File: src/hca_pkg.sv
// Shared types and constants for the HSV color adjust pipeline.
// No dependencies; every other file in src/ except hca_checker refers to this package by scoped name.
package hca_pkg;

    // Hue geometry in 1/16 degree
    localparam int HUE_SECTOR = 960;
    localparam int HUE_TURN   = 5760;
    localparam int HUE_Q_BITS = 10;          // hue ramp quotient never exceeds one sector

    // Channel and rounding constants
    localparam int CH_MAX      = 255;
    localparam int VAL_ROUND   = 127;        // half of CH_MAX for value rounding
    localparam int ADJ_ROUND   = 2048;       // half LSB of the Q.12 gain product
    localparam int ADJ_SHIFT   = 12;
    localparam int GAIN_ONE    = 4096;
    localparam int OUT_HALF    = 480;        // half a sector, for output rounding
    localparam int OUT_SHIFT   = 6;          // 960 = 64 * 15
    localparam int RECIP15     = 4370;       // ceil(2^16 / 15)
    localparam int RECIP_SHIFT = 16;

    // Value = x / 255 by reciprocal, exact for x below 2^24
    localparam int VAL_RECIP       = 16843010; // ceil(2^32 / 255)
    localparam int VAL_RECIP_SHIFT = 32;
    localparam int VAL_W           = 17;       // value up to 1.0 with up to 16 fraction bits

    // Divider lanes
    localparam int LANES    = 2;
    localparam int LANE_HUE = 0;
    localparam int LANE_SAT = 1;

    // Configuration port
    localparam int CFG_IDX_W  = 3;
    localparam int CFG_DATA_W = 16;

    typedef enum logic [CFG_IDX_W-1:0] {
        CFG_HUE_OFFSET = 3'd0,
        CFG_SAT_GAIN   = 3'd1,
        CFG_SAT_BIAS   = 3'd2,
        CFG_VAL_GAIN   = 3'd3,
        CFG_VAL_BIAS   = 3'd4
    } cfg_idx_t;

    // Channel holding the maximum
    typedef enum logic [1:0] {
        SEL_RED   = 2'd0,
        SEL_GREEN = 2'd1,
        SEL_BLUE  = 2'd2
    } max_sel_t;

    // Side band carried alongside the divider: hue sign, sector, value
    typedef struct packed {
        logic             neg;
        max_sel_t         sel;
        logic [VAL_W-1:0] val;
    } hue_side_t;

    typedef struct packed {
        logic signed [13:0] hue_offset;
        logic        [15:0] sat_gain;
        logic signed [13:0] sat_bias;
        logic        [15:0] val_gain;
        logic signed [13:0] val_bias;
    } cfg_t;

    localparam cfg_t CFG_RESET = '{
        hue_offset: 14'sd0,
        sat_gain:   16'(GAIN_ONE),
        sat_bias:   14'sd0,
        val_gain:   16'(GAIN_ONE),
        val_bias:   14'sd0
    };

endpackage

File: src/hca_front.sv
// Input register and HSV prep stage: max/min, hue and sat numerators, value by reciprocal.
// Depends on hca_pkg; feeds hca_div.
module hca_front #(
    parameter int FRAC_BITS = 12,
    parameter int QW        = 13
) (
    input  logic                                  clk,
    input  logic                                  rst_n,
    input  logic                                  en,
    input  logic                                  in_valid,
    input  logic [7:0]                            red_in,
    input  logic [7:0]                            green_in,
    input  logic [7:0]                            blue_in,
    output logic                                  prep_valid,
    output logic [hca_pkg::LANES-1:0][QW+7:0]     prep_num,
    output logic [hca_pkg::LANES-1:0][7:0]        prep_den,
    output hca_pkg::hue_side_t                    prep_side
);

    localparam int NW  = QW + 8;
    localparam int XW  = FRAC_BITS + 8;
    localparam int VPW = XW + 25;

    logic       a_valid_reg;
    logic [7:0] r_reg, g_reg, b_reg;

    logic [7:0]         mx, mn, d, mag;
    logic signed [8:0]  num;
    hca_pkg::max_sel_t  sel;
    logic [XW-1:0]      vx;
    logic [VPW-1:0]     vprod;

    logic                                  prep_valid_reg;
    logic [hca_pkg::LANES-1:0][NW-1:0]     num_next, num_reg;
    logic [hca_pkg::LANES-1:0][7:0]        den_next, den_reg;
    hca_pkg::hue_side_t                    side_next, side_reg;

    // input stage
    always_ff @(posedge clk or negedge rst_n)
    begin
        if (!rst_n)
        begin
            a_valid_reg    <= 1'b0;
            prep_valid_reg <= 1'b0;
        end
        else if (en)
        begin
            a_valid_reg    <= in_valid;
            prep_valid_reg <= a_valid_reg;
        end
    end

    always_ff @(posedge clk)
    begin
        if (en)
        begin
            r_reg    <= red_in;
            g_reg    <= green_in;
            b_reg    <= blue_in;
            num_reg  <= num_next;
            den_reg  <= den_next;
            side_reg <= side_next;
        end
    end

    // max, min and hue sector choice (red wins ties, then green)
    always_comb
    begin
        mx = r_reg;
        if (g_reg > mx)
            mx = g_reg;
        if (b_reg > mx)
            mx = b_reg;
        mn = r_reg;
        if (g_reg < mn)
            mn = g_reg;
        if (b_reg < mn)
            mn = b_reg;
        d = mx - mn;

        if (mx == r_reg)
        begin
            num = $signed({1'b0, g_reg}) - $signed({1'b0, b_reg});
            sel = hca_pkg::SEL_RED;
        end
        else if (mx == g_reg)
        begin
            num = $signed({1'b0, b_reg}) - $signed({1'b0, r_reg});
            sel = hca_pkg::SEL_GREEN;
        end
        else
        begin
            num = $signed({1'b0, r_reg}) - $signed({1'b0, g_reg});
            sel = hca_pkg::SEL_BLUE;
        end
        mag = num[8] ? 8'(-num) : 8'(num);
    end

    // divider operands; zero divisors only occur with zero numerators
    // value = round(max / 255) by reciprocal multiply
    always_comb
    begin
        num_next[hca_pkg::LANE_HUE] = NW'(mag) * NW'(hca_pkg::HUE_SECTOR) + NW'(d[7:1]);
        num_next[hca_pkg::LANE_SAT] = (NW'(d) << FRAC_BITS) + NW'(mx[7:1]);
        den_next[hca_pkg::LANE_HUE] = (d == 8'd0) ? 8'd1 : d;
        den_next[hca_pkg::LANE_SAT] = (mx == 8'd0) ? 8'd1 : mx;
        vx    = (XW'(mx) << FRAC_BITS) + XW'(hca_pkg::VAL_ROUND);
        vprod = VPW'(vx) * VPW'(hca_pkg::VAL_RECIP);
        side_next.neg = num[8];
        side_next.sel = sel;
        side_next.val = hca_pkg::VAL_W'(vprod >> hca_pkg::VAL_RECIP_SHIFT);
    end

    assign prep_valid = prep_valid_reg;
    assign prep_num   = num_reg;
    assign prep_den   = den_reg;
    assign prep_side  = side_reg;

endmodule

File: config.mk
export PLATFORM = sky130hd
export DESIGN_NAME = hca_front
export DESIGN_NICKNAME = d
export VERILOG_FILES = /design/src/hca_pkg.sv /design/src/hca_front.sv
export SDC_FILE = /design/constraint.sdc
export NUM_CORES = 1
export LEC_CHECK = 0
export ABC_AREA = 1
export BUFFER_PORTS_ARGS = -buffer_cell sky130_fd_sc_hd__buf_2
export CAP_MARGIN = 40
export CORE_MARGIN = 3
export CORE_UTILIZATION = 64
export CTS_CLUSTER_SIZE = 16
export DETAILED_ROUTE_END_ITERATION = 12
export PLACE_DENSITY = 0.9
export SLEW_MARGIN = 15
export SYNTH_ARGS = -nofsm -noshare
export SYNTH_HDL_FRONTEND = slang
export SYNTH_SLANG_ARGS = --single-unit
File: constraint.sdc
create_clock -name clk -period 14.14 [get_ports clk]
set_input_delay 1.414 -clock clk [delete_from_list [all_inputs] [get_ports clk]]
set_output_delay 1.414 -clock clk [all_outputs]
set_load 0.02 [all_outputs]
Word level (Yosys, flattened, before mapping) --
Cells that the tools add are included.
Storage, ports and cells: bits in registers 100, latch bits 0, memory bits (writable) 0, bits in read-only memories 0, input bits 28, output and inout port bits 79, logic and storage cells 38, memories 0
Cells by class: add/sub/neg operators 8, multipliers 2, div/mod/pow operators 0, order comparisons 4, eq/ne operators 2, shifts and indexed selects 0, muxes and demuxes 8, bitwise operators 0, reductions and logical operators 2
Operators by type and width (count):
- 20-bit by 24-bit multiplier with 44-bit output, second input constant | 1
- 8-bit two-way mux | 5
- 8-bit by 8-bit subtractor with 9-bit output | 3
- 20-bit by 7-bit adder with 21-bit output | 1
- 20-bit by 7-bit adder with 20-bit output, second input constant | 1
- 18-bit by 7-bit adder with 19-bit output | 1
- 9-bit two-way mux | 2
- 8-bit == test | 2
- 8-bit greater-than comparator | 2
- 8-bit logical NOT | 2
- 8-bit less-than comparator | 2
- 8-bit by 4-bit multiplier with 12-bit output, second input constant | 1
- 8-bit negation | 1
- 8-bit subtractor | 1
- 2-bit two-way mux | 1

Logic depth before layout (Yosys ltp) --
word-level depth 11, gate-level depth with buffers 56, mapped depth without buffers 54

Worst setup path before layout --
OpenSTA, ideal clock, no wires.
kind reg2reg, start point reg g_reg[2], end point reg num_reg, in the netlist prep_num[17], data pin, library setup time 0.257 ns, arrival time 6.713 ns, data required time 13.883 ns, path slack 7.171 ns, stages on the path, launching flop included 53, path through edfxtp_1 -> inv_1 -> ha_1 -> nand2_1 -> nand2_1 -> nand2_1 -> nand2_1 -> nand2_1 -> buf_2 -> nand4_1 -> nand2_1 -> inv_1 -> ha_1 -> nand2_1 -> nor2_1 -> nand2_1 -> a21boi_2 -> buf_2 -> [... 17 more ...] -> ha_1 -> or2_2 -> inv_1 -> fa_1 -> inv_1 -> ha_1 -> a21oi_1 -> nand2_1 -> a21oi_1 -> o21bai_1 -> a21oi_1 -> o21bai_1 -> xor2_1 -> inv_1 -> nand3_1 -> nor2_1 -> nand2_1 -> xor2_1
RTL lines:
- from (decl) | line hca_front.sv:25 | logic [7:0] r_reg, g_reg, b_reg;
- from (signal assigned) | line hca_front.sv:58 | g_reg <= green_in;
- to (signal assigned) | line hca_front.sv:60 | num_reg <= num_next;
- to (decl) | line hca_front.sv:34 | logic [hca_pkg::LANES-1:0][NW-1:0] num_next, num_reg;

==> Implementation_results.wiki <==
{| class="wikitable"
! Metric !! Value
|-
| Outcome || finished, final reports clean
|-
| Routed length on met3 || 1.45 mm
|-
| Final ANT Viol Nets || 0
|-
| Setup repair after global routing missed its margin || false
|-
| Clk_skew || 11.2 ps
|-
| Area Growth Syn to Fin || 10.8%
|-
| Highest fanout seen on the critical path || 14
|-
| Floorplan die height || 117 um
|-
| Slowest library cell on the worst path || sky130_fd_sc_hd__a21oi_2
|-
| Initial standard-cell utilization of the core || 65.7%
|-
| Hold buffers post-CTS || 0
|-
| Number of synthesized flops with an enable pin || 84
|-
| Peak per-stage delay on the critical path || 530 ps
|-
| Required time worst endpoint || 14250 ps
|-
| Post-DR wirelength/cell || 15.3 um
|-
| Final net count || 1188
|-
| Clk Tree Root Cell || sky130_fd_sc_hd__clkbuf_16
|-
| Critical path launch point type || register
|-
| Slew Limit Headroom || 53.1%
|-
| FF+latch count, synth || 86
|-
| Average vias per placed instance || 5.50
|-
| Top routing layer used || met4
|-
| Crit path DAT || 9200 ps
|-
| Pin count of the biggest net entering global routing || 46
|-
| First-pass GRT wire length || 29.1 mm
|-
| Post-CTS Resized || 0
|-
| Largest register FFs || 28
|-
| Cell area after placement || 0.00848 mm^2
|-
| Number of maximum-capacitance constraint violations || 0
|-
| Crit path capture type || register
|-
| Initial antenna violation count || 0
|-
| Sink count of the clock tree || 86
|-
| Hold Fails Final Rpt || 0
|-
| Die X || 117 um
|-
| Iteration count of the initial detailed-routing pass || 5
|-
| Count of cell instances traversed by the critical path || 51
|-
| Layout cell share with drive strength beyond 1 || 15.4%
|-
| GP Congestion || 0.983
|-
| Core area || 0.0121 mm^2
|-
| Setup Total Neg Slack || 0 ps
|-
| Share of the synthesized area in the top cell type || 31.8%
|-
| Syn Area/Cell || 8.41 um^2
|-
| Number of max-slew violations in the final report || 0
|-
| Achievable clock frequency || 110 MHz
|-
| Number of placement rows || 40
|-
| Post-CTS clock slew at the launch and capture registers of the worst setup and hold paths || 70 ps
|-
| Slack of the critical path || 5050 ps
|-
| Clock latency at the later pin of the worst-skew pair || 360 ps
|-
| Async SR Flop Fraction || 2.33%
|-
| Total half-perimeter wirelength after legalization and detailed placement || 14.8 mm
|-
| Post-CTS setup buffer count || 0
|-
| Number of distinct library cells after synthesis || 50
|-
| R2r worst-path depth || 51
|-
| TritonCTS clock tree || done
|-
| Worst Path Class, Setup || reg2reg
|-
| Number of vias in the routed layout || 6632
|-
| Fin crit share || 64.3%
|-
| Hold Path Depth || 2
|-
| Wire length on met2 || 8.33 mm
|-
| I/O Buffers || 94
|-
| Wire length after detailed routing || 18.5 mm
|-
| Via count of the first global-routing pass || 6235
|-
| Syn Std Cell Area || 0.00792 mm^2
|-
| Slew at the pin closest to its max-slew limit || 700 ps
|-
| Die footprint || 0.0138 mm^2
|-
| Num ports || 107
|-
| Sequential area share after synthesis || 32.5%
|-
| DRC || 0
|-
| Endpoints failing setup || 0
|-
| Worst slack after detailed placement || 5310 ps
|-
| Top cells by area, synth || sky130_fd_sc_hd__edfxtp_1 (32%), sky130_fd_sc_hd__ha_1 (18%), sky130_fd_sc_hd__nand2_1 (9.8%)
|-
| GRT Resource Usage Total || 27.4%
|-
| Antenna diode count || 0
|-
| Area occupied by registers || 0.00257 mm^2
|-
| Number of violations reported at the end of detailed-routing iteration 0 || 592
|-
| CTS Buf Count || 9
|-
| Number of warnings printed during yosys synthesis || 0
|-
| Filler instances || 915
|-
| Top_reg_cell synth || sky130_fd_sc_hd__edfxtp_1
|-
| Post-route met1 wirelength || 7.98 mm
|-
| Post-route cell area || 0.00878 mm^2
|-
| Worst-case hold slack || 521 ps
|-
| Instance count of the mapped netlist || 942
|-
| Area of the multi-input gates || 0.00461 mm^2
|-
| Worst path buffer plus inverter count || 8
|-
| H-tree levels || 3
|-
| Time the worst path needs with I/O delays and setup || 9090 ps
|-
| Dominant cell type by area after synthesis || sky130_fd_sc_hd__edfxtp_1
|-
| Cell repeated most along the worst path || sky130_fd_sc_hd__nand2_1
|-
| Path type of the worst min-delay path || reg2reg
|-
| Top Family by Delay on Critical Path || simple AND/OR/NAND/NOR gates
|-
| Maximum root-to-sink buffer count || 2
|-
| Total gr overflow || 0
|}
[synthesized netlist by cell type (3+ instances only)]
cell type,instances
sky130_fd_sc_hd__nand2_1,206
sky130_fd_sc_hd__inv_1,150
sky130_fd_sc_hd__ha_1,115
sky130_fd_sc_hd__edfxtp_1,84
sky130_fd_sc_hd__nand3_1,68
sky130_fd_sc_hd__nor2_1,50
sky130_fd_sc_hd__xor2_1,49
sky130_fd_sc_hd__a21oi_1,40
sky130_fd_sc_hd__o21ai_0,26
sky130_fd_sc_hd__nand4_1,20
sky130_fd_sc_hd__buf_4,19
sky130_fd_sc_hd__nand2_2,17
sky130_fd_sc_hd__fa_1,13
sky130_fd_sc_hd__nand3_2,9
sky130_fd_sc_hd__xnor2_1,9
sky130_fd_sc_hd__o21bai_1,8
sky130_fd_sc_hd__inv_2,5
sky130_fd_sc_hd__a21o_1,4
sky130_fd_sc_hd__buf_2,4
sky130_fd_sc_hd__a31oi_1,3
sky130_fd_sc_hd__nor2_2,3
sky130_fd_sc_hd__nor3_1,3
sky130_fd_sc_hd__o21ai_1,3
[area by class of cell]
cell class / instances / area share, %
clock inverters: 7 / 0.926
clock buffers: 9 / 2.56
repair buffers: 95 / 5.61
well taps: 168 / 2.39
multi-input cells: 684 / 52.5
flip-flops and latches: 86 / 29.3
inverters: 156 / 6.68
[stage by stage]
| stage | util [%] | instances |
|---|---|---|
| after floorplan | - | 953 |
| after global placement | 70.1 | 1188 |
| after detailed placement | 70.3 | 1189 |
| after CTS | 72.8 | 1205 |
| after global routing | 72.8 | 1205 |
| final | 72.8 | 1205 |
[worst min-delay path, delay by kind of cell, from the launching register on]
kind	cells	cell delay (ps)
flops	1	370
buf+inv	1	60
compound gates	1	60
[worst paths after layout]
path / startpoint / to / slack, ps
min: a_valid_reg / prep_valid / 520
max in group asynchronous: rst_n / a_valid_reg / 13230
min in group asynchronous: rst_n / prep_valid / 820
max: g_reg[6] / prep_num[17] / 5050
max reg2reg: g_reg[6] / prep_num[17] / 5050
min reg2reg: a_valid_reg / prep_valid / 520
[cell families (layout without fill, tap and decap cells)]
family / Yosys count / in the layout / share of synthesized area, %
DFF: 86 / 86 / 32.5
and+or+nand+nor: 391 / 391 / 22.8
AOI/OAI and AO/OA: 94 / 94 / 6.81
adders and majority gates: 128 / 128 / 21.4
buffers and inverters: 183 / 267 / 9.84
xor gates and xnor gates: 59 / 59 / 6.62
other: 1 / 12 / 0.0473
[layer usage]
metal / vias to the layer above / GRT usage [%]
li1: 3263 / -
met1: 3029 / 36.3
met2: 292 / 43.3
met3: 48 / 4.47
met4: 0 / 14.3
met5: - / 0
[layout by cell type (no fill, tap or decap), types with 3 or more instances in the layout]
master	synthesis	routed
sky130_fd_sc_hd__edfxtp_1	84	84
sky130_fd_sc_hd__o21ai_0	26	26
sky130_fd_sc_hd__nor2_1	50	50
sky130_fd_sc_hd__inv_2	5	5
sky130_fd_sc_hd__xor2_1	49	49
sky130_fd_sc_hd__a21oi_1	40	40
sky130_fd_sc_hd__nand2_2	17	17
sky130_fd_sc_hd__nor2_2	3	3
sky130_fd_sc_hd__a31oi_1	3	3
sky130_fd_sc_hd__nand3_2	9	9
sky130_fd_sc_hd__nand3_1	68	68
sky130_fd_sc_hd__o21ai_1	3	3
sky130_fd_sc_hd__inv_1	150	150
sky130_fd_sc_hd__a21o_1	4	4
sky130_fd_sc_hd__o21bai_1	8	8
sky130_fd_sc_hd__nand4_1	20	20
sky130_fd_sc_hd__conb_1	1	12
sky130_fd_sc_hd__nor3_1	3	3
sky130_fd_sc_hd__fa_1	13	13
sky130_fd_sc_hd__xnor2_1	9	9
sky130_fd_sc_hd__clkinv_4	0	3
sky130_fd_sc_hd__clkbuf_16	0	9
sky130_fd_sc_hd__ha_1	115	115
sky130_fd_sc_hd__nand2_1	206	206
sky130_fd_sc_hd__buf_2	4	93
Power is left out: the tool's default activity adds up to more than one toggle a clock period on the data nets, which glitch-free logic cannot reach.
