## src/hca_pkg.sv

```systemverilog
// Shared types and constants for the HSV color adjust pipeline.
// No dependencies; every other file in src/ except hca_checker refers to this package by scoped name.
package hca_pkg;

    // Hue geometry in 1/16 degree
    localparam int HUE_SECTOR = 960;
    localparam int HUE_TURN   = 5760;
    localparam int HUE_Q_BITS = 10;          // hue ramp quotient never exceeds one sector

    // Channel and rounding constants
    localparam int CH_MAX      = 255;
    localparam int VAL_ROUND   = 127;        // half of CH_MAX for value rounding
    localparam int ADJ_ROUND   = 2048;       // half LSB of the Q.12 gain product
    localparam int ADJ_SHIFT   = 12;
    localparam int GAIN_ONE    = 4096;
    localparam int OUT_HALF    = 480;        // half a sector, for output rounding
    localparam int OUT_SHIFT   = 6;          // 960 = 64 * 15
    localparam int RECIP15     = 4370;       // ceil(2^16 / 15)
    localparam int RECIP_SHIFT = 16;

    // Value = x / 255 by reciprocal, exact for x below 2^24
    localparam int VAL_RECIP       = 16843010; // ceil(2^32 / 255)
    localparam int VAL_RECIP_SHIFT = 32;
    localparam int VAL_W           = 17;       // value up to 1.0 with up to 16 fraction bits

    // Divider lanes
    localparam int LANES    = 2;
    localparam int LANE_HUE = 0;
    localparam int LANE_SAT = 1;

    // Configuration port
    localparam int CFG_IDX_W  = 3;
    localparam int CFG_DATA_W = 16;

    typedef enum logic [CFG_IDX_W-1:0] {
        CFG_HUE_OFFSET = 3'd0,
        CFG_SAT_GAIN   = 3'd1,
        CFG_SAT_BIAS   = 3'd2,
        CFG_VAL_GAIN   = 3'd3,
        CFG_VAL_BIAS   = 3'd4
    } cfg_idx_t;

    // Channel holding the maximum
    typedef enum logic [1:0] {
        SEL_RED   = 2'd0,
        SEL_GREEN = 2'd1,
        SEL_BLUE  = 2'd2
    } max_sel_t;

    // Side band carried alongside the divider: hue sign, sector, value
    typedef struct packed {
        logic             neg;
        max_sel_t         sel;
        logic [VAL_W-1:0] val;
    } hue_side_t;

    typedef struct packed {
        logic signed [13:0] hue_offset;
        logic        [15:0] sat_gain;
        logic signed [13:0] sat_bias;
        logic        [15:0] val_gain;
        logic signed [13:0] val_bias;
    } cfg_t;

    localparam cfg_t CFG_RESET = '{
        hue_offset: 14'sd0,
        sat_gain:   16'(GAIN_ONE),
        sat_bias:   14'sd0,
        val_gain:   16'(GAIN_ONE),
        val_bias:   14'sd0
    };

endpackage

```

## src/hca_div.sv

```systemverilog
// Pipelined restoring divider, one quotient bit per stage, several lanes in lockstep.
// Depends on hca_pkg for the side-band type; used by hsv_color_adjust.
module hca_div #(
    parameter int QW = 13
) (
    input  logic                                  clk,
    input  logic                                  rst_n,
    input  logic                                  en,
    input  logic                                  in_valid,
    input  logic [hca_pkg::LANES-1:0][QW+7:0]     num,
    input  logic [hca_pkg::LANES-1:0][7:0]        den,
    input  hca_pkg::hue_side_t                    side,
    output logic                                  out_valid,
    output logic [hca_pkg::LANES-1:0][QW-1:0]     quot,
    output hca_pkg::hue_side_t                    out_side
);

    localparam int NL = hca_pkg::LANES;

    logic [QW-1:0]                 valid_reg;
    logic [NL-1:0][7:0]            rem_reg  [QW];
    logic [NL-1:0][QW-1:0]         work_reg [QW];
    logic [NL-1:0][7:0]            den_reg  [QW];
    hca_pkg::hue_side_t            side_reg [QW];

    logic [NL-1:0][7:0]            rem_next  [QW];
    logic [NL-1:0][QW-1:0]         work_next [QW];

    // one shift-compare-subtract step: {remainder, work shifted with quotient bit}
    function automatic logic [QW+7:0] div_step(
        input logic [7:0]    rem,
        input logic [QW-1:0] work,
        input logic [7:0]    dv
    );
        logic [8:0] trial;
        logic       ge;
        logic [7:0] rem_o;
        trial = {rem, work[QW-1]};
        ge    = (trial >= {1'b0, dv});
        rem_o = ge ? 8'(trial - {1'b0, dv}) : trial[7:0];
        return {rem_o, work[QW-2:0], ge};
    endfunction

    // next value of every stage
    always_comb
    begin
        for (int l = 0; l < NL; l++)
        begin
            {rem_next[0][l], work_next[0][l]} =
                div_step(num[l][QW+7:QW], num[l][QW-1:0], den[l]);
        end
        for (int j = 1; j < QW; j++)
        begin
            for (int l = 0; l < NL; l++)
            begin
                {rem_next[j][l], work_next[j][l]} =
                    div_step(rem_reg[j-1][l], work_reg[j-1][l], den_reg[j-1][l]);
            end
        end
    end

    // valid bits
    always_ff @(posedge clk or negedge rst_n)
    begin
        if (!rst_n)
            valid_reg <= '0;
        else if (en)
            valid_reg <= {valid_reg[QW-2:0], in_valid};
    end

    // stage payload
    always_ff @(posedge clk)
    begin
        if (en)
        begin
            rem_reg[0]  <= rem_next[0];
            work_reg[0] <= work_next[0];
            den_reg[0]  <= den;
            side_reg[0] <= side;
            for (int j = 1; j < QW; j++)
            begin
                rem_reg[j]  <= rem_next[j];
                work_reg[j] <= work_next[j];
                den_reg[j]  <= den_reg[j-1];
                side_reg[j] <= side_reg[j-1];
            end
        end
    end

    assign out_valid = valid_reg[QW-1];
    assign quot      = work_reg[QW-1];
    assign out_side  = side_reg[QW-1];

endmodule

```

## config.mk

```make
export PLATFORM = sky130hd
export DESIGN_NAME = hca_div
export DESIGN_NICKNAME = d
export VERILOG_FILES = /design/src/hca_pkg.sv /design/src/hca_div.sv
export SDC_FILE = /design/constraint.sdc
export NUM_CORES = 1
export LEC_CHECK = 0
export BUFFER_PORTS_ARGS = -buffer_cell sky130_fd_sc_hd__buf_2
export CAP_MARGIN = 20
export CORE_MARGIN = 2
export CORE_UTILIZATION = 35
export CTS_CLUSTER_SIZE = 40
export DETAILED_ROUTE_END_ITERATION = 10
export GPL_ROUTABILITY_DRIVEN = 0
export GPL_TIMING_DRIVEN = 0
export PLACE_DENSITY_LB_ADDON = 0.12
export SYNTH_ARGS = -nofsm -noshare
export SYNTH_HDL_FRONTEND = slang
export SYNTH_SLANG_ARGS = --single-unit
export TNS_END_PERCENT = 30
```

## constraint.sdc

```tcl
create_clock -name clk -period 6.7 [get_ports clk]
set_clock_uncertainty 0.1 [all_clocks]
set_input_delay 0.67 -clock clk [delete_from_list [all_inputs] [get_ports clk]]
set_output_delay 0.67 -clock clk [all_outputs]
set_load 0.02 [all_outputs]
```

After elaboration in Yosys (flattened, before gate mapping)
Memories as Yosys holds them, arrays and structs flattened. Cells that the tools add are included.

Flip-flop bits (word level): 13. Bits in writable memories: 1014. Bits of input ports: 82. Output and inout port bits: 47. Logic and storage cells: 85. Memories: 4.

$add $sub $neg: 26. $lt $le $gt $ge: 26. Multiplexer cells: 28.

Memory list: work_reg (words 13, bits a word 26, read ports 13, clocked after memory_dff 0, wr ports 13, RTL line hca_div.sv:22) `logic [NL-1:0][QW-1:0] work_reg [QW];`; side_reg (words 13, bits a word 20, read ports 13, clocked after memory_dff 0, wr ports 13, RTL line hca_div.sv:24) `hca_pkg::hue_side_t side_reg [QW];`; den_reg (words 13, bits a word 16, read ports 12, clocked after memory_dff 0, wr ports 13, RTL line hca_div.sv:23) `logic [NL-1:0][7:0] den_reg [QW];`; rem_reg (words 13, bits a word 16, read ports 12, clocked after memory_dff 0, wr ports 13, RTL line hca_div.sv:21) `logic [NL-1:0][7:0] rem_reg [QW];`.

Operators by type and width (count): greater-or-equal comparator 9 x 8 -> 1 bit (26); 2-to-1 mux 8 bit (26); subtractor 8 bit (26); 2-to-1 mux 1 bit (2).

Logic depth before layout (Yosys ltp)
Gate-level depths: netlist (run 1).

Depth in word-level cells: 2. Gate-level depth with buffers: 9. Depth with buffers taken out: 9.

Worst setup path after synthesis (run 1)
Ideal clock, no wire load.

Kind: input port to flip-flop. Start point: input port den[10] in the netlist's numbering. End point: memory rem_reg[0][14] in the netlist's numbering (data pin). Setup time: 256 ps. Arrival: 2095 ps. Required time: 6344 ps. Slack: 4250 ps. Cell stages on the path: 8. Path buffers: 0. Cells stage by stage: inv_1 ha_1 nor2b_1 o21ai_0 a21boi_0 o21a_1 or3_1 a31o_2.

RTL lines: start, declared (RTL line hca_div.sv:11) `input logic [hca_pkg::LANES-1:0][7:0] den,`; end, declared (RTL line hca_div.sv:21).

Worst setup path after layout (run 1)
Start point: input port en. End point: register valid_reg[2].

RTL lines: start, declared (RTL line hca_div.sv:8) `input logic en,`; end signal, assigned (RTL line hca_div.sv:68) `valid_reg <= {valid_reg[QW-2:0], in_valid};`; end, declared (RTL line hca_div.sv:20) `logic [QW-1:0] valid_reg;`.

No word-level cell between the ends.

==> summary.txt, run 1 <==
Synthesis
  • Sequential element share of the synthesized area: 0.721
  • Number of flops mapped to enable cells by yosys: 982
  • Register bit count reported by yosys: 995
  • Yosys top cell by area: edfxtp_1
  • Synth area leaders: edfxtp_1 (71%), ha_1 (6.3%), inv_1 (3.0%)
  • Synthesized cell area: just over 40000 um2
  • Post-synthesis async set-or-reset flop share: 0.0131
  • Unique masters post-synth: 54
  • Synth Net Count: 3005
  • Syn Area/Cell: 15.4 um2
  • Mapped Cells: between 2000 and 3000
  • Yosys warns: 0
  • Top cell type's share of synthesized area: 0.713
  • Primary FF master, synth: edfxtp_1

Global routing
  • Vias in the first global route: between 20000 and 25000
  • Initial antenna violation count: 0
  • Aggregate global routing overflow: 0
  • Largest net degree at the start of global routing: about 130
  • Global router's overall resource usage: 0.109
  • First-pass GRT wire length: approximately 110000 um

Power and ir drop
  • Comb power frac: 0.235
  • Power Density: 389 nW/um2
  • Sw frac: 0.276
  • Clock power share: 0.310
  • Max VDD drop: about 0.22 mV
  • Sequential power share: 0.455
  • Int Power: ~0.014 W
  • Leakage: 18.4 nW
  • Psw: 0.00517 W

Critical path
  • Crit path capture type: flip-flop
  • Crit-path max cell delay: 570 ps
  • Crit Path Max Fanout: 116
  • Startpoint Class: input port
  • Worst path cell trace: buf_8 -> buf_16 -> buf_16 -> buf_1 -> mux2_2
  • Crit Path Class: input port to flip-flop
  • Crit-path slowest cell: buf_8
  • Most frequent CP cell: buf_16
  • Arrival @ worst endpoint: 3300 ps
  • CP Depth: 5
  • WP buf/inv: 4
  • Worst EP required: roughly 7000 ps
  • CP top delay family: buffers and inverters
  • Worst r2r path cells: 8

Detailed routing
  • First DRT Iteration DRCs: 1198
  • Routed wire per std cell: 14.3 um
  • Drt total wl: between 60000 and 70000 um
  • Vias per cell: 4.61
  • Drt drc: 0
  • Antenna Nets Post-Route: 0
  • Vias: 21224
  • Pre-antenna DRT Iters: 7

Clocking
  • Insertion delay to the later sink of the worst-skew pair: 690 ps
  • Cts hold-fix bufs: 40
  • Clock Sinks: 995
  • Root Buffer: clkbuf_16
  • CTS tree: done
  • Clk buf depth: 3
  • H-tree levels: 3
  • Setup bufs post-CTS: 0
  • Post-CTS Resized: 0
  • Num CTS Buffers: 110
  • Clock transition at path regs: 60 ps

Timing
  • Setup TNS: 0 ps
  • Max-slew violations: 0
  • RSZ-0062 raised after global routing: no
  • Fmax: 0.353 GHz
  • Worst Max-Slew Pin Slew: ~880 ps
  • Fin crit share: 0.423
  • Slew headroom: 0.411
  • Minimum clock period: 2830 ps
  • Hold Vio Cnt, Final: 0
  • Number of setup violations in the final report: 0

Hold path
  • Hold path depth: 1
  • Type of the tightest min-delay check: input port to flip-flop

Placement
  • IO Port Bufs: between 100 and 150
  • Post-DP Area: 44100 um2
  • Dpl hpwl: 43700 um

Finish
  • Finished layout cell area: roughly 48000 um2
  • Antenna diode count: 0
  • Fraction of layout cells with a size suffix above 1: 0.144
  • Reg area: 29800 um2
  • Fin nets: ~3300
  • Multi-input gate area: 10000 um2
  • Number of fill cells: 10690
  • Flip-flop count of the largest register after layout: ~340
  • Area growth syn-to-layout: 16.2%

Floorplanning
  • Die Height: 348 um
  • CORE AREA: roughly 120000 um2
  • Rows: 126
  • Starting Density: 0.352
  • Die area: roughly 120000 um2
  • Die Wd: 348 um
  • I/O Pins: 129

Run status
  • Status: complete, no violations

Run
  • Max Cap Viol: 0
power by group through the flow:
stage	combinational (W)	sequential (W)	clock, W
6_report	0.00440	0.00850	0.00580
5_1_grt	0.00496	0.00860	0.00630
4_1_cts	0.00443	0.00851	0.00605
3_5_place_dp	0.00437	0.00863	0
3_3_place_gp	0.00421	0.00880	0
2_1_floorplan	0.00336	0.00848	0
final cells by class:
type                    count  share of cell area
clock buffers             134              0.0592
inverters                 329              0.0257
plain buffers              43             0.00555
multi-input cells        1324               0.209
repair buffers            176              0.0265
flip-flops and latches    995               0.620
well taps                1536              0.0400
clock inverters            65              0.0140
through the flow:
stage / hold slack, ps / total power [W] / std cells / setup slack (ps) / util
floorplan: 274 / 0.0118 / 2691 / 4250 / -
global placement: 300 / 0.0130 / 4355 / -11780 / 0.373
detailed placement: 305 / 0.0130 / 4363 / 3100 / 0.375
CTS: 2.88 / 0.0190 / 4602 / 3860 / 0.409
global route: 19.8 / 0.0199 / 4602 / 3670 / 0.409
finish: 70.9 / 0.0187 / 4602 / 3870 / 0.409
cell families after synthesis:
kind of cell | Yosys count | share of synthesized area
buffers and inverters | 372 | 0.0363
adder cells (fa/ha/maj) | 232 | 0.0746
multiplexers | 95 | 0.0259
AND/OR/NAND/NOR | 394 | 0.0467
XOR/XNOR | 80 | 0.0169
flip-flops | 995 | 0.721
AO/OA/AOI/OAI | 523 | 0.0785
per-layer routing:
layer	part of all wire	vias to the layer above	GRT usage	wire length, um
met1	0.42	10240	0.125	27700
met2	0.50	327	0.193	33000
met4	0.043	0	0.0525	2810
met5	0	-	0	0
met3	0.037	165	0.0242	2430
li1	-	10492	-	-
worst paths after layout:
path / from / end / slack, ps
max: en / valid_reg[2] / 3870
min: num[11] / work_reg[0][12] / 70
max reg2reg: den_reg[0][48] / rem_reg[1][6] / 3970
min reg2reg: work_reg[0][80] / work_reg[0][107] / 290
max in group asynchronous: rst_n / valid_reg[1] / 5980
min in group asynchronous: rst_n / valid_reg[7] / 300
Yosys cell counts, drive strengths merged (21+ instances only):
cell and number:
o21ai 138, inv 329, xnor2 57, edfxtp 982, ha 208, a21boi 62, fa 24, nor2b 26
buf 43, mux2i 21, mux2 74, nand2 45, nor2 169, or3 30, nand2b 66, a211oi 22
a21oi 177, a31o 45, xor2 23
cell usage in the layout (no fill, tap or decap), types with 7 or more instances in the layout:
cell type      count
bufinv_16          9
o21ai_0          133
nand2b_1          66
dlygate4sd3_1     40
dfrtp_1           13
edfxtp_1         982
clkbuf_1          24
clkinv_2          16
o21a_1            20
mux2i_1           21
nor2b_1           26
xnor2_1           57
o211ai_1          15
mux2_4             7
nor2_1           168
clkbuf_16        110
nand2_1           44
xor2_1            23
a21boi_0          62
a21o_1            19
a21oi_1          177
or3_1             30
clkinv_1          27
and3_1            16
nand3_1           16
a31o_2            45
mux2_2            67
a211oi_1          22
buf_2            127
buf_16             8
inv_1            329
ha_1             208
buf_1             16
fa_1              24
buf_4             26
Power figures use the tool's default switching activity.
==> run 2, diff against run 1 <==
==> constraint.sdc (replaced) <==
create_clock -name clk -period 2.9 [get_ports clk]
set_clock_uncertainty 0.1 [all_clocks]
set_input_delay 0.29 -clock clk [delete_from_list [all_inputs] [get_ports clk]]
set_output_delay 0.29 -clock clk [all_outputs]
set_load 0.02 [all_outputs]
==> run 2 against run 1 <==
  * Cell count rose by 0.85%
  * Utilization is 0.33 points higher
  * Critical path depth up 3
  * Non-clock buffer count up 39
  * Global-route usage barely moved
  * Sequential share of layout area down 0.50 points
  * Via count rose by 0.59%
  * Setup slack got worse by 3700 ps
  * Count of clock-buffer cells in the layout did not move
  * Largest power group unchanged
==> summary.txt, run 2 (synthesis gave the netlist of run 1 again) <==
Floorplanning
  • Starting Density: 0.352
  • Die Wd: 348 um
  • CORE AREA: 118000 um2
  • Die area: ~120000 um2
  • I/O Pins: ~130
  • Rows: about 130
  • Die Height: 348 um

Detailed routing
  • Drt drc: 0
  • Drt total wl: 66000 um
  • Antenna Nets Post-Route: 0
  • Vias per cell: 4.60
  • Pre-antenna DRT Iters: 5
  • Routed wire per std cell: approximately 14 um
  • Vias: 21349
  • First DRT Iteration DRCs: 1204

Critical path
  • Worst path cell trace: ha_1 -> fa_1 -> nor2b_1 -> o21ai_0 -> a21boi_0 -> nor4_1 -> a311o_1 -> mux2_2
  • Crit-path slowest cell: edfxtp_1
  • WP buf/inv: 0
  • Crit Path Max Fanout: 3
  • Arrival @ worst endpoint: 3070 ps
  • CP top delay family: compound AO/OA/AOI/OAI gates
  • Startpoint Class: flip-flop
  • Worst EP required: approximately 3200 ps
  • Crit path capture type: flip-flop
  • Crit-path max cell delay: 410 ps
  • Crit Path Class: flip-flop to flip-flop

Global routing
  • Largest net degree at the start of global routing: approximately 130
  • Vias in the first global route: 22413
  • Global router's overall resource usage: 0.109
  • Initial antenna violation count: 0
  • First-pass GRT wire length: 109000 um
  • Aggregate global routing overflow: 0

Clocking
  • CTS tree: done
  • Num CTS Buffers: between 100 and 150
  • Insertion delay to the later sink of the worst-skew pair: 690 ps
  • H-tree levels: 3
  • Clock transition at path regs: roughly 60 ps
  • Setup bufs post-CTS: 0
  • Clock Sinks: 995
  • Clk buf depth: 3
  • Root Buffer: clkbuf_16

Finish
  • Finished layout cell area: 48400 um2
  • Number of fill cells: 10660
  • Fraction of layout cells with a size suffix above 1: 0.142
  • Multi-input gate area: ~10000 um2
  • Reg area: 29800 um2
  • Commonest non-fill, non-tap cell in the layout: edfxtp_1
  • Fin nets: between 3000 and 4000
  • Area growth syn-to-layout: 17.2%
  • Antenna diode count: 0
  • Most frequent cells in the layout: edfxtp_1 (982), inv_1 (329), ha_1 (208)
  • Cell Count, Final, Fillers Out: 4641
  • Flip-flop count of the largest register after layout: around 340

Placement
  • Dpl hpwl: approximately 44000 um
  • IO Port Bufs: 128
  • Placed Instances: ~4400
  • Post-DP Area: 44100 um2

Timing
  • Max-slew violations: 0
  • Slew headroom: 0.412
  • Fin crit share: 0.941
  • Number of setup violations in the final report: 0
  • Fmax: approximately 0.37 GHz
  • Worst Max-Slew Pin Slew: 882 ps
  • Hold Vio Cnt, Final: 0
  • Minimum clock period: 2730 ps
  • RSZ-0062 raised after global routing: no

Power and ir drop
  • Leakage: 18.6 nW
  • Max VDD drop: ~0.50 mV
  • Power Density: 893 nW/um2

Hold path
  • Type of the tightest min-delay check: input port to flip-flop

Run status
  • Status: complete, no violations

Run
  • Max Cap Viol: 0
run 2: cell count changes in the layout (fill, tap and decap cells not counted), sizes merged:
cell         before  now
dlygate4sd3      40   79
run 2: worst paths after layout:
kind,slack [ps],cells after the start,to,from
worst min-delay path,60,1,side_reg[0][28],en
min in group asynchronous,560,3,valid_reg[10],rst_n
worst max register to register,170,8,rem_reg[1][6],den_reg[0][48]
max in group asynchronous,1770,3,valid_reg[1],rst_n
worst min register to register,290,0,work_reg[0][107],work_reg[0][80]
worst max-delay path,170,8,rem_reg[1][6],den_reg[0][48]
run 2: metal layers:
| layer | share of wire | global-route usage |
|---|---|---|
| met5 | 0 | 0 |
| met3 | 0.037 | 0.0238 |
| met2 | 0.50 | 0.193 |
| met1 | 0.42 | 0.125 |
| met4 | 0.043 | 0.0525 |
run 2: final cells by class:
class / count / area share
clock inverters: 65 / 0.0139
clock buffers: 134 / 0.0587
multi-input cells: 1324 / 0.207
repair buffers: 215 / 0.0343
well taps: 1536 / 0.0397
plain buffers: 43 / 0.00550
inverters: 329 / 0.0255
flip-flops and latches: 995 / 0.615
run 2: power by group:
part | total, W | internal [W] | switching (W) | leakage, nW
sequential | 0.0196 | 0.0187 | 0.000902 | 9.72
clock | 0.0134 | 0.00779 | 0.00562 | 1.69
combinational | 0.0102 | 0.00477 | 0.00544 | 7.17
run 2: what timing repair did:
item                                   in CTS  in global routing
gates resized for setup                     0                  0
endpoints found under the hold margin      90                  0
hold buffers                               79                  0
run 2: stage by stage:
step,TNS (ps),hold slack [ps],util,worst slack [ps],power [W]
global route,0,58.4,0.412,41.4,0.0459
CTS,0,36.6,0.412,190,0.0439
floorplan,0,-106,-,473,0.0274
finish,0,62.9,0.412,172,0.0432
global placement,-,72.1,0.373,-15200,0.0300
detailed placement,-46760,88.5,0.375,-325,0.0300
