File: config.mk
export PLATFORM = sky130hd
export DESIGN_NAME = hca_back
export DESIGN_NICKNAME = d
export VERILOG_FILES = /design/src/hca_pkg.sv /design/src/hca_back.sv
export SDC_FILE = /design/constraint.sdc
export NUM_CORES = 2
export LEC_CHECK = 0
export BUFFER_PORTS_ARGS = -buffer_cell sky130_fd_sc_hd__clkbuf_2
export CELL_PAD_IN_SITES_DETAIL_PLACEMENT = 0
export CELL_PAD_IN_SITES_GLOBAL_PLACEMENT = 1
export CORE_UTILIZATION = 57
export CTS_CLUSTER_SIZE = 40
export DETAILED_ROUTE_END_ITERATION = 12
export PLACE_DENSITY = 0.91
export REMOVE_ABC_BUFFERS = 1
export SLEW_MARGIN = 20
export SYNTH_ARGS = -nofsm -noshare
export SYNTH_HDL_FRONTEND = slang
export SYNTH_SLANG_ARGS = --single-unit
File: constraint.sdc
create_clock -name clk -period 13.36 [get_ports clk]
set_input_delay 0.668 -clock clk [delete_from_list [all_inputs] [get_ports clk]]
set_output_delay 0.668 -clock clk [all_outputs]
set_load 0.005 [all_outputs]
File: src/hca_pkg.sv
// Shared types and constants for the HSV color adjust pipeline.
// No dependencies; every other file in src/ except hca_checker refers to this package by scoped name.
package hca_pkg;

    // Hue geometry in 1/16 degree
    localparam int HUE_SECTOR = 960;
    localparam int HUE_TURN   = 5760;
    localparam int HUE_Q_BITS = 10;          // hue ramp quotient never exceeds one sector

    // Channel and rounding constants
    localparam int CH_MAX      = 255;
    localparam int VAL_ROUND   = 127;        // half of CH_MAX for value rounding
    localparam int ADJ_ROUND   = 2048;       // half LSB of the Q.12 gain product
    localparam int ADJ_SHIFT   = 12;
    localparam int GAIN_ONE    = 4096;
    localparam int OUT_HALF    = 480;        // half a sector, for output rounding
    localparam int OUT_SHIFT   = 6;          // 960 = 64 * 15
    localparam int RECIP15     = 4370;       // ceil(2^16 / 15)
    localparam int RECIP_SHIFT = 16;

    // Value = x / 255 by reciprocal, exact for x below 2^24
    localparam int VAL_RECIP       = 16843010; // ceil(2^32 / 255)
    localparam int VAL_RECIP_SHIFT = 32;
    localparam int VAL_W           = 17;       // value up to 1.0 with up to 16 fraction bits

    // Divider lanes
    localparam int LANES    = 2;
    localparam int LANE_HUE = 0;
    localparam int LANE_SAT = 1;

    // Configuration port
    localparam int CFG_IDX_W  = 3;
    localparam int CFG_DATA_W = 16;

    typedef enum logic [CFG_IDX_W-1:0] {
        CFG_HUE_OFFSET = 3'd0,
        CFG_SAT_GAIN   = 3'd1,
        CFG_SAT_BIAS   = 3'd2,
        CFG_VAL_GAIN   = 3'd3,
        CFG_VAL_BIAS   = 3'd4
    } cfg_idx_t;

    // Channel holding the maximum
    typedef enum logic [1:0] {
        SEL_RED   = 2'd0,
        SEL_GREEN = 2'd1,
        SEL_BLUE  = 2'd2
    } max_sel_t;

    // Side band carried alongside the divider: hue sign, sector, value
    typedef struct packed {
        logic             neg;
        max_sel_t         sel;
        logic [VAL_W-1:0] val;
    } hue_side_t;

    typedef struct packed {
        logic signed [13:0] hue_offset;
        logic        [15:0] sat_gain;
        logic signed [13:0] sat_bias;
        logic        [15:0] val_gain;
        logic signed [13:0] val_bias;
    } cfg_t;

    localparam cfg_t CFG_RESET = '{
        hue_offset: 14'sd0,
        sat_gain:   16'(GAIN_ONE),
        sat_bias:   14'sd0,
        val_gain:   16'(GAIN_ONE),
        val_bias:   14'sd0
    };

endpackage

File: src/hca_back.sv
// Back half: hue rotate/wrap, sat/value gain and bias, HSV to RGB, rounding.
// Six register stages; depends on hca_pkg, fed by hca_div.
module hca_back #(
    parameter int FRAC_BITS = 12,
    parameter int QW        = 13
) (
    input  logic                                  clk,
    input  logic                                  rst_n,
    input  logic                                  en,
    input  hca_pkg::cfg_t                         cfg,
    input  logic                                  in_valid,
    input  logic [hca_pkg::LANES-1:0][QW-1:0]     quot,
    input  hca_pkg::hue_side_t                    side,
    output logic                                  out_valid,
    output logic [7:0]                            red,
    output logic [7:0]                            green,
    output logic [7:0]                            blue
);

    localparam int F    = FRAC_BITS;
    localparam int PW   = F + 16;            // fraction times Q4.12 gain
    localparam int SUMW = F + 18;
    localparam int CW   = 2 * F + 1;         // chroma
    localparam int TW   = 2 * F + 10;        // channel terms scaled by one sector
    localparam int YW   = 2 * F + 18;
    localparam int ZW   = 12;
    localparam int QPW  = ZW + 13;

    localparam logic signed [SUMW-1:0] SUM_LIM = SUMW'(1) <<< (F + hca_pkg::ADJ_SHIFT);
    localparam logic [F:0]             ONE     = (F + 1)'(1) << F;
    localparam logic signed [15:0]     TURN16  = 16'(hca_pkg::HUE_TURN);
    localparam logic signed [15:0]     TURN2   = 16'(2 * hca_pkg::HUE_TURN);

    logic [5:0] valid_reg;

    // stage 1 -> 2
    logic [12:0]   h0_next, h0_reg;
    logic [PW-1:0] sprod_next, sprod_reg, vprod_next, vprod_reg;
    // stage 2 -> 3
    logic [12:0]   h_next, h_reg;
    logic [F:0]    s_next, s_reg, v_next, v_reg;
    // stage 3 -> 4
    logic [2:0]    sec_next, sec3_reg;
    logic [9:0]    k_next, k_reg;
    logic [CW-1:0] c_next, c_reg;
    logic [F:0]    v3_reg;
    // stage 4 -> 5
    logic [CW-1:0] m_val;
    logic [TW-1:0] full_next, full_reg, ramp_next, ramp_reg, m960_next, m960_reg;
    logic [2:0]    sec4_reg;
    // stage 5 -> 6
    logic [TW-1:0]  term [3];
    logic [ZW-1:0]  z_next [3];
    logic [ZW-1:0]  z_reg  [3];
    // stage 6
    logic [7:0]     ch_next [3];
    logic [7:0]     ch_reg  [3];

    // gain then bias, saturated to 0..1
    function automatic logic [F:0] adjust(
        input logic [PW-1:0]       prod,
        input logic signed [13:0]  bias
    );
        logic signed [SUMW-1:0] sum;
        logic signed [SUMW-1:0] rnd;
        sum = $signed(SUMW'(prod)) + (SUMW'(bias) <<< F);
        rnd = (sum + SUMW'(hca_pkg::ADJ_ROUND)) >>> hca_pkg::ADJ_SHIFT;
        if (sum <= 0)
            return '0;
        else if (sum >= SUM_LIM)
            return ONE;
        else
            return rnd[F:0];
    endfunction

    // stage 1: hue from sector base and ramp quotient, gain products
    always_comb
    begin
        logic [12:0]        base;
        logic signed [14:0] hraw;
        case (side.sel)
            hca_pkg::SEL_GREEN: base = 13'(2 * hca_pkg::HUE_SECTOR);
            hca_pkg::SEL_BLUE:  base = 13'(4 * hca_pkg::HUE_SECTOR);
            default:            base = 13'd0;
        endcase
        if (side.neg)
            hraw = $signed({2'b00, base})
                 - $signed({5'b0, quot[hca_pkg::LANE_HUE][hca_pkg::HUE_Q_BITS-1:0]});
        else
            hraw = $signed({2'b00, base})
                 + $signed({5'b0, quot[hca_pkg::LANE_HUE][hca_pkg::HUE_Q_BITS-1:0]});
        if (hraw < 0)
            h0_next = 13'(hraw + $signed(15'(hca_pkg::HUE_TURN)));
        else
            h0_next = 13'(hraw);
        sprod_next = PW'(quot[hca_pkg::LANE_SAT][F:0]) * PW'(cfg.sat_gain);
        vprod_next = PW'(side.val[F:0]) * PW'(cfg.val_gain);
    end

    // stage 2: hue rotation with wrap, bias and saturation
    always_comb
    begin
        logic signed [15:0] hsum;
        hsum = $signed({3'b000, h0_reg}) + 16'(cfg.hue_offset);
        if (hsum < -TURN16)
            h_next = 13'(hsum + TURN2);
        else if (hsum < 0)
            h_next = 13'(hsum + TURN16);
        else if (hsum < TURN16)
            h_next = 13'(hsum);
        else if (hsum < TURN2)
            h_next = 13'(hsum - TURN16);
        else
            h_next = 13'(hsum - TURN2);
        s_next = adjust(sprod_reg, cfg.sat_bias);
        v_next = adjust(vprod_reg, cfg.val_bias);
    end

    // stage 3: sector and position, chroma
    always_comb
    begin
        logic [12:0] sbase;
        logic [12:0] f;
        if (h_reg >= 13'(5 * hca_pkg::HUE_SECTOR))
            sec_next = 3'd5;
        else if (h_reg >= 13'(4 * hca_pkg::HUE_SECTOR))
            sec_next = 3'd4;
        else if (h_reg >= 13'(3 * hca_pkg::HUE_SECTOR))
            sec_next = 3'd3;
        else if (h_reg >= 13'(2 * hca_pkg::HUE_SECTOR))
            sec_next = 3'd2;
        else if (h_reg >= 13'(hca_pkg::HUE_SECTOR))
            sec_next = 3'd1;
        else
            sec_next = 3'd0;
        sbase = 13'(sec_next) * 13'(hca_pkg::HUE_SECTOR);
        f     = h_reg - sbase;
        k_next = sec_next[0] ? 10'(13'(hca_pkg::HUE_SECTOR) - f) : 10'(f);
        c_next = CW'(v_reg) * CW'(s_reg);
    end

    // stage 4: ramp, full and offset terms, all scaled by one sector
    always_comb
    begin
        m_val     = (CW'(v3_reg) << F) - c_reg;
        full_next = TW'(c_reg) * TW'(hca_pkg::HUE_SECTOR);
        ramp_next = TW'(c_reg) * TW'(k_reg);
        m960_next = TW'(m_val) * TW'(hca_pkg::HUE_SECTOR);
    end

    // stage 5: channel assembly and scale to 0..255 (first division by 64)
    always_comb
    begin
        logic [TW-1:0] x;
        logic [YW-1:0] y;
        case (sec4_reg)
            3'd0:
            begin
                term[0] = full_reg; term[1] = ramp_reg; term[2] = '0;
            end
            3'd1:
            begin
                term[0] = ramp_reg; term[1] = full_reg; term[2] = '0;
            end
            3'd2:
            begin
                term[0] = '0; term[1] = full_reg; term[2] = ramp_reg;
            end
            3'd3:
            begin
                term[0] = '0; term[1] = ramp_reg; term[2] = full_reg;
            end
            3'd4:
            begin
                term[0] = ramp_reg; term[1] = '0; term[2] = full_reg;
            end
            default:
            begin
                term[0] = full_reg; term[1] = '0; term[2] = ramp_reg;
            end
        endcase
        for (int i = 0; i < 3; i++)
        begin
            x = term[i] + m960_reg;
            y = YW'(x) * YW'(hca_pkg::CH_MAX) + (YW'(hca_pkg::OUT_HALF) << (2 * F));
            z_next[i] = y[2 * F + hca_pkg::OUT_SHIFT +: ZW];
        end
    end

    // stage 6: divide by 15 through reciprocal, clamp
    always_comb
    begin
        logic [QPW-1:0] qp;
        logic [QPW-1:0] q;
        for (int i = 0; i < 3; i++)
        begin
            qp = QPW'(z_reg[i]) * QPW'(hca_pkg::RECIP15);
            q  = qp >> hca_pkg::RECIP_SHIFT;
            ch_next[i] = (q > QPW'(hca_pkg::CH_MAX)) ? 8'(hca_pkg::CH_MAX) : q[7:0];
        end
    end

    // valid bits travel with the data
    always_ff @(posedge clk or negedge rst_n)
    begin
        if (!rst_n)
            valid_reg <= '0;
        else if (en)
            valid_reg <= {valid_reg[4:0], in_valid};
    end

    always_ff @(posedge clk)
    begin
        if (en)
        begin
            h0_reg    <= h0_next;
            sprod_reg <= sprod_next;
            vprod_reg <= vprod_next;
            h_reg     <= h_next;
            s_reg     <= s_next;
            v_reg     <= v_next;
            sec3_reg  <= sec_next;
            k_reg     <= k_next;
            c_reg     <= c_next;
            v3_reg    <= v_reg;
            sec4_reg  <= sec3_reg;
            full_reg  <= full_next;
            ramp_reg  <= ramp_next;
            m960_reg  <= m960_next;
            for (int i = 0; i < 3; i++)
            begin
                z_reg[i]  <= z_next[i];
                ch_reg[i] <= ch_next[i];
            end
        end
    end

    assign out_valid = valid_reg[5];
    assign red       = ch_reg[0];
    assign green     = ch_reg[1];
    assign blue      = ch_reg[2];

endmodule

Word level (Yosys, flattened, before mapping)
Memories as Yosys holds them, arrays and structs flattened.
Cells that the tools add are included.
{ "word_totals": {"mem_bits_rw": 60, "latch_bits": 0, "mem_count": 2, "ff_bits": 258, "romBits": 0, "out_inout_bits": 25, "word_cells": 100} }
{ "memory_table": {"columns": ["name", "depth", "word_bits", "read_ports", "rd_clocked_by_memory_dff", "write_ports", "line", "source"], "rows": [
  ["z_reg", 3, 12, 3, 0, 3, "hca_back.sv:54", "logic [ZW-1:0] z_reg [3];"],
  ["ch_reg", 3, 8, 3, 0, 3, "hca_back.sv:57", "logic [7:0] ch_reg [3];"]
]} }
{ "op_classes": {"n_reduce_logical": 3, "magnitude_cmp": 17, "eq_ne": 6, "mux": 21, "div_mod_pow": 0, "mul": 13, "shift": 0, "n_addsub": 21, "n_bitwise": 0} }
{ "ops": {"columns": ["op", "count"], "rows": [
  ["one-hot mux 102 bit (5 select lines)", 1],
  ["adder 42 x 33 -> 42 bit, second input constant", 3],
  ["multiplier 34 x 8 -> 42 bit, second input constant", 3],
  ["adder 34 bit", 3],
  ["two-way mux 13 bit", 7],
  ["multiplier 12 x 12 -> 24 bit, second input constant", 3],
  ["adder 29 x 26 -> 30 bit", 2],
  [">= comparator 30 x 26 -> 1 bit, second input constant", 2],
  ["<= comparator 30 x 1 -> 1 bit, second input constant", 2],
  ["multiplier 13 x 16 -> 28 bit", 2],
  ["multiplier 25 x 4 -> 28 bit, second input constant", 2],
  ["adder 25 x 13 -> 25 bit, second input constant", 2],
  ["adder 13 bit, second input constant", 3],
  ["multiplier 25 x 10 -> 34 bit", 1],
  ["less-than comparator 15 x 1 -> 1 bit, second input constant", 2],
  ["less-than comparator 15 x 14 -> 1 bit, second input constant", 2],
  ["greater-than comparator 9 x 8 -> 1 bit, second input constant", 3],
  [">= comparator 13 x 12 -> 1 bit, second input constant", 2],
  ["subtractor 13 bit, second input constant", 2],
  ["multiplier 13 x 13 -> 25 bit", 1],
  ["subtractor 25 bit", 1],
  ["two-way mux 8 bit", 3],
  ["one-hot mux 12 bit (2 select lines)", 1],
  ["adder 14 x 14 -> 15 bit", 1],
  ["other kinds (21)", 27]
]} }

Depth between registers and ports, before layout
{ "logic_depth": {"word_depth": 10, "mapped_depth": 38, "mapped_depth_nobuf": 36} }

Least setup slack after synthesis
No wires, ideal clock.
{ "synth_path": {"path_kind": "register -> register", "start": "register sec4_reg[0]", "end": "memory z_reg[0][11], data pin", "path_buffers": 2, "slack_ns": 4.959, "t_arrival_ns": 8.142, "required_ns": 13.100, "setup_time_ns": 0.260, "stages_incl_launch_ff": 34, "cell_sequence": "edfxtp_1 clkbuf_1 nor2_1 xor2_1 clkbuf_1 a22o_1 ha_1 fa_1 a21o_1 a21oi_1 o211a_1 o31ai_1 a21bo_2 a21boi_1 a211o_1 and3_1 a21oi_1 xnor2_1 fa_1 fa_1 inv_1 fa_1 inv_1 fa_1 inv_1 ha_1 or3_1 a221oi_1 o31ai_1 a211oi_1 a21oi_1 a211o_1 a21oi_1 xnor2_1"} }
{ "synth_lines": {"columns": ["element", "line", "source"], "rows": [
  ["from (decl)", "hca_back.sv:50", "logic [2:0] sec4_reg;"],
  ["from (signal assigned)", "hca_back.sv:226", "sec4_reg <= sec3_reg;"],
  ["to (decl)", "hca_back.sv:54", null]
]} }

==> impl_metrics.toml <==
[outcome]
outcome = "finished, final reports clean"

[clock_tree]
cts.path.max_buffers = 3
clock_sink_count = 317
post_cts.resized_instances = 0
cts_tree = "yes"
cts-htree-levels = 2
clock_transition_at_path_regs_ps = 60
ctsRootBufferMaster = "clkbuf_16"
cts_inserted_buffers = 44
clock_latency_ps = 640

[hold_path]
hold_path.class = "input port to flip-flop"

[placed_design]
gp_weighted_congestion = 0.9192
dp_hpwl_um = 127700
placed_cells = 8999
numPortBuffers = 141
pre_cts_ws_ps = 3652

[sta]
rsz0062_at_grt = "no"
final_period_minus_worst_setup_slack_ps = 9435
max_freq_mhz = 106.0
fin_setup_tns_ps = 0
fin_worst_skew_ps = 35.65
timing_worst_slew_pin_value_ps = 1142
min_period_over_period = 0.7062
timing.final.hold_violations = 0
setup_slack_ps = 3925
final_max_slew_viol_count = 0
timing.slew.headroom = 0.2378
setup_violations = 0

[critical_path]
worstSetupPathType = "flip-flop to flip-flop"
critPathArrivalTime_ps = 9820
cp_max_fo = 28
worst_path_max_delay_cell = "nor2_2"
setup.worst_path.start_class = "flip-flop"
crit_path_max_cell_delay_ps = 860
setup.worst_path.end_class = "flip-flop"
timing.critical_path.required_ps = 13750

[drt]
first_iter_violations = 2269
avgRoutedWirePerCell_um = 16.67
routed-via-count = 49590
routed_wire_length_um = 151400
drt_pass1_iterations = 5
remaining_drc_errors = 0
final_antenna_net_count = 0
per_cell_via_count_in_the_routed_design = 5.459

[floorplan]
dieWidth_um = 354.8
die_h_um = 354.8
design.die.area_um2 = 125900
fp.coreArea_um2 = 123600
start_util = 0.5738
rows = 129
design.portCount = 149

[layout]
layout-area-overhead-vs-synth_pct = 5.293
finalNonFillerCells = 9083
layout_commonest_cell = "inv_1"
layout-drive-gt1-share = 0.04285
most-common-layout-cells = "1628 x inv_1, 1190 x fa_1, 963 x ha_1"
largest_register_ff_count = 36
nets = 9686
fillCellCount = 10400

[grt]
grt_antenna_before_repair = 1
grt_pass1_vias = 53220
globalRouteOverflowTotal = 0
grt_use_met2 = 0.4458
grt.busiest_layer = "met2"
grt_max_degree = 89
globalRouteTotalUtil = 0.2489
use_met3 = 0.02338
grt_first_pass_wirelength_um = 256300
globalRouteMet1Util = 0.3163

[yosys]
yosys_warning_total = 0
synth.ff_latch_count = 317
synth.top_cells.by_area = "fa_1 34%, ha_1 17%, edfxtp_1 13%"
synth_top_flop_cell = "edfxtp_1"
async_reset_ff_frac = 0.01893
synth_top_area_cell = "fa_1"
netlist.area_leader.share = 0.3358
number_of_enable_type_register_cells_in_the_synthesized_netlist = 311
syn_area_per_cell_um2 = 9.616
yosysUniqueCellTypes = 99
synth_seq_area_share = 0.1338
synth_area_um2 = 70940
syn-instance-count = 7377

[run]
drv.max_cap_violation_count = 0
## final cells by class
type / instances / area, µm² / share of cell area
Timing Repair Buffer: 151 / 797.0 / 0.01067
Antenna cell: 1 / 2.502 / 0.00003350
Sequential cell: 317 / 9489 / 0.1270
Multi-Input combinational cell: 5265 / 54730 / 0.7327
Tap cell: 1637 / 2048 / 0.02742
Clock inverter: 33 / 392.9 / 0.005260
Clock buffer: 49 / 1120 / 0.01499
Inverter: 1630 / 6118 / 0.08191
## cell usage after synthesis, types with 6 or more instances
cell,instances
nor4_1,15
mux2i_1,7
nand2b_1,46
xor2_1,144
o211a_1,7
ha_1,963
xnor2_1,283
a31oi_1,33
nor3b_1,9
a21oi_1,286
nand3_1,75
a2111oi_0,8
and4_1,7
a21o_1,126
o21ai_1,9
o21ai_0,156
or3_1,20
dfrtp_1,6
mux2_2,9
a211o_1,20
edfxtp_1,311
or4_1,8
nor2_1,205
a31o_2,13
nor3_1,80
and3_1,38
o211ai_1,27
a211oi_1,31
clkbuf_1,160
a21oi_2,8
and2_1,364
nand4_1,26
o21bai_1,41
o31ai_1,18
a22o_1,80
a41oi_1,8
inv_1,1628
or2_2,26
nor2b_1,33
fa_1,1190
o21a_1,53
nand2_1,687
## metrics by stage
step / area, µm² / util / hold WS [ps]
floorplan: 70300 / - / 372.4
global placement: 73160 / 0.5917 / 445.6
detailed placement: 73160 / 0.5917 / 428.5
CTS: 74680 / 0.6040 / 218.3
global route: 74700 / 0.6042 / 254.0
finish: 74700 / 0.6042 / 265.9
## layer usage
metal,vias up,part of all wire
met5,-,0
met4,0,0.032
met3,253,0.042
met2,1039,0.50
met1,24720,0.43
li1,23580,-
## cell families after synthesis
family / share of synthesized area
AO/OA/AOI/OAI: 0.09522
XOR/XNOR: 0.05402
adder cells (fa/ha/maj): 0.5058
buffers and inverters: 0.09521
flip-flops: 0.1338
multiplexers: 0.002575
AND/OR/NAND/NOR: 0.1134
## repair_timing
item                                   CTS  global route
endpoints found under the hold margin    6             0
hold buffers                             1             0
setup buffers                            0             0
## critical path: cells and delay by family, from the launching register on
kind                       cells  cell delay [ps]
AOI/OAI and AO/OA             14             3000
xor gates and xnor gates       3              580
adders and majority gates      7             2940
buffers and inverters          3              160
DFF                            1              480
and+or+nand+nor                6             2040
## path summary, 6_finish.rpt
kind	from	slack (ps)	depth (start not counted)	to
max in group asynchronous	rst_n	12820	2	valid_reg[5]
setup reg to reg	sec4_reg[0]	3920	33	z_reg[0][23]
hold / removal	in_valid	270	2	valid_reg[0]
setup / recovery	sec4_reg[0]	3920	33	z_reg[0][23]
min in group asynchronous	rst_n	390	2	valid_reg[0]
hold reg to reg	sec3_reg[0]	460	0	sec4_reg[0]
Power is not shown: default switching activity piles up to over one toggle a cycle in this logic, so the estimate is an artifact.
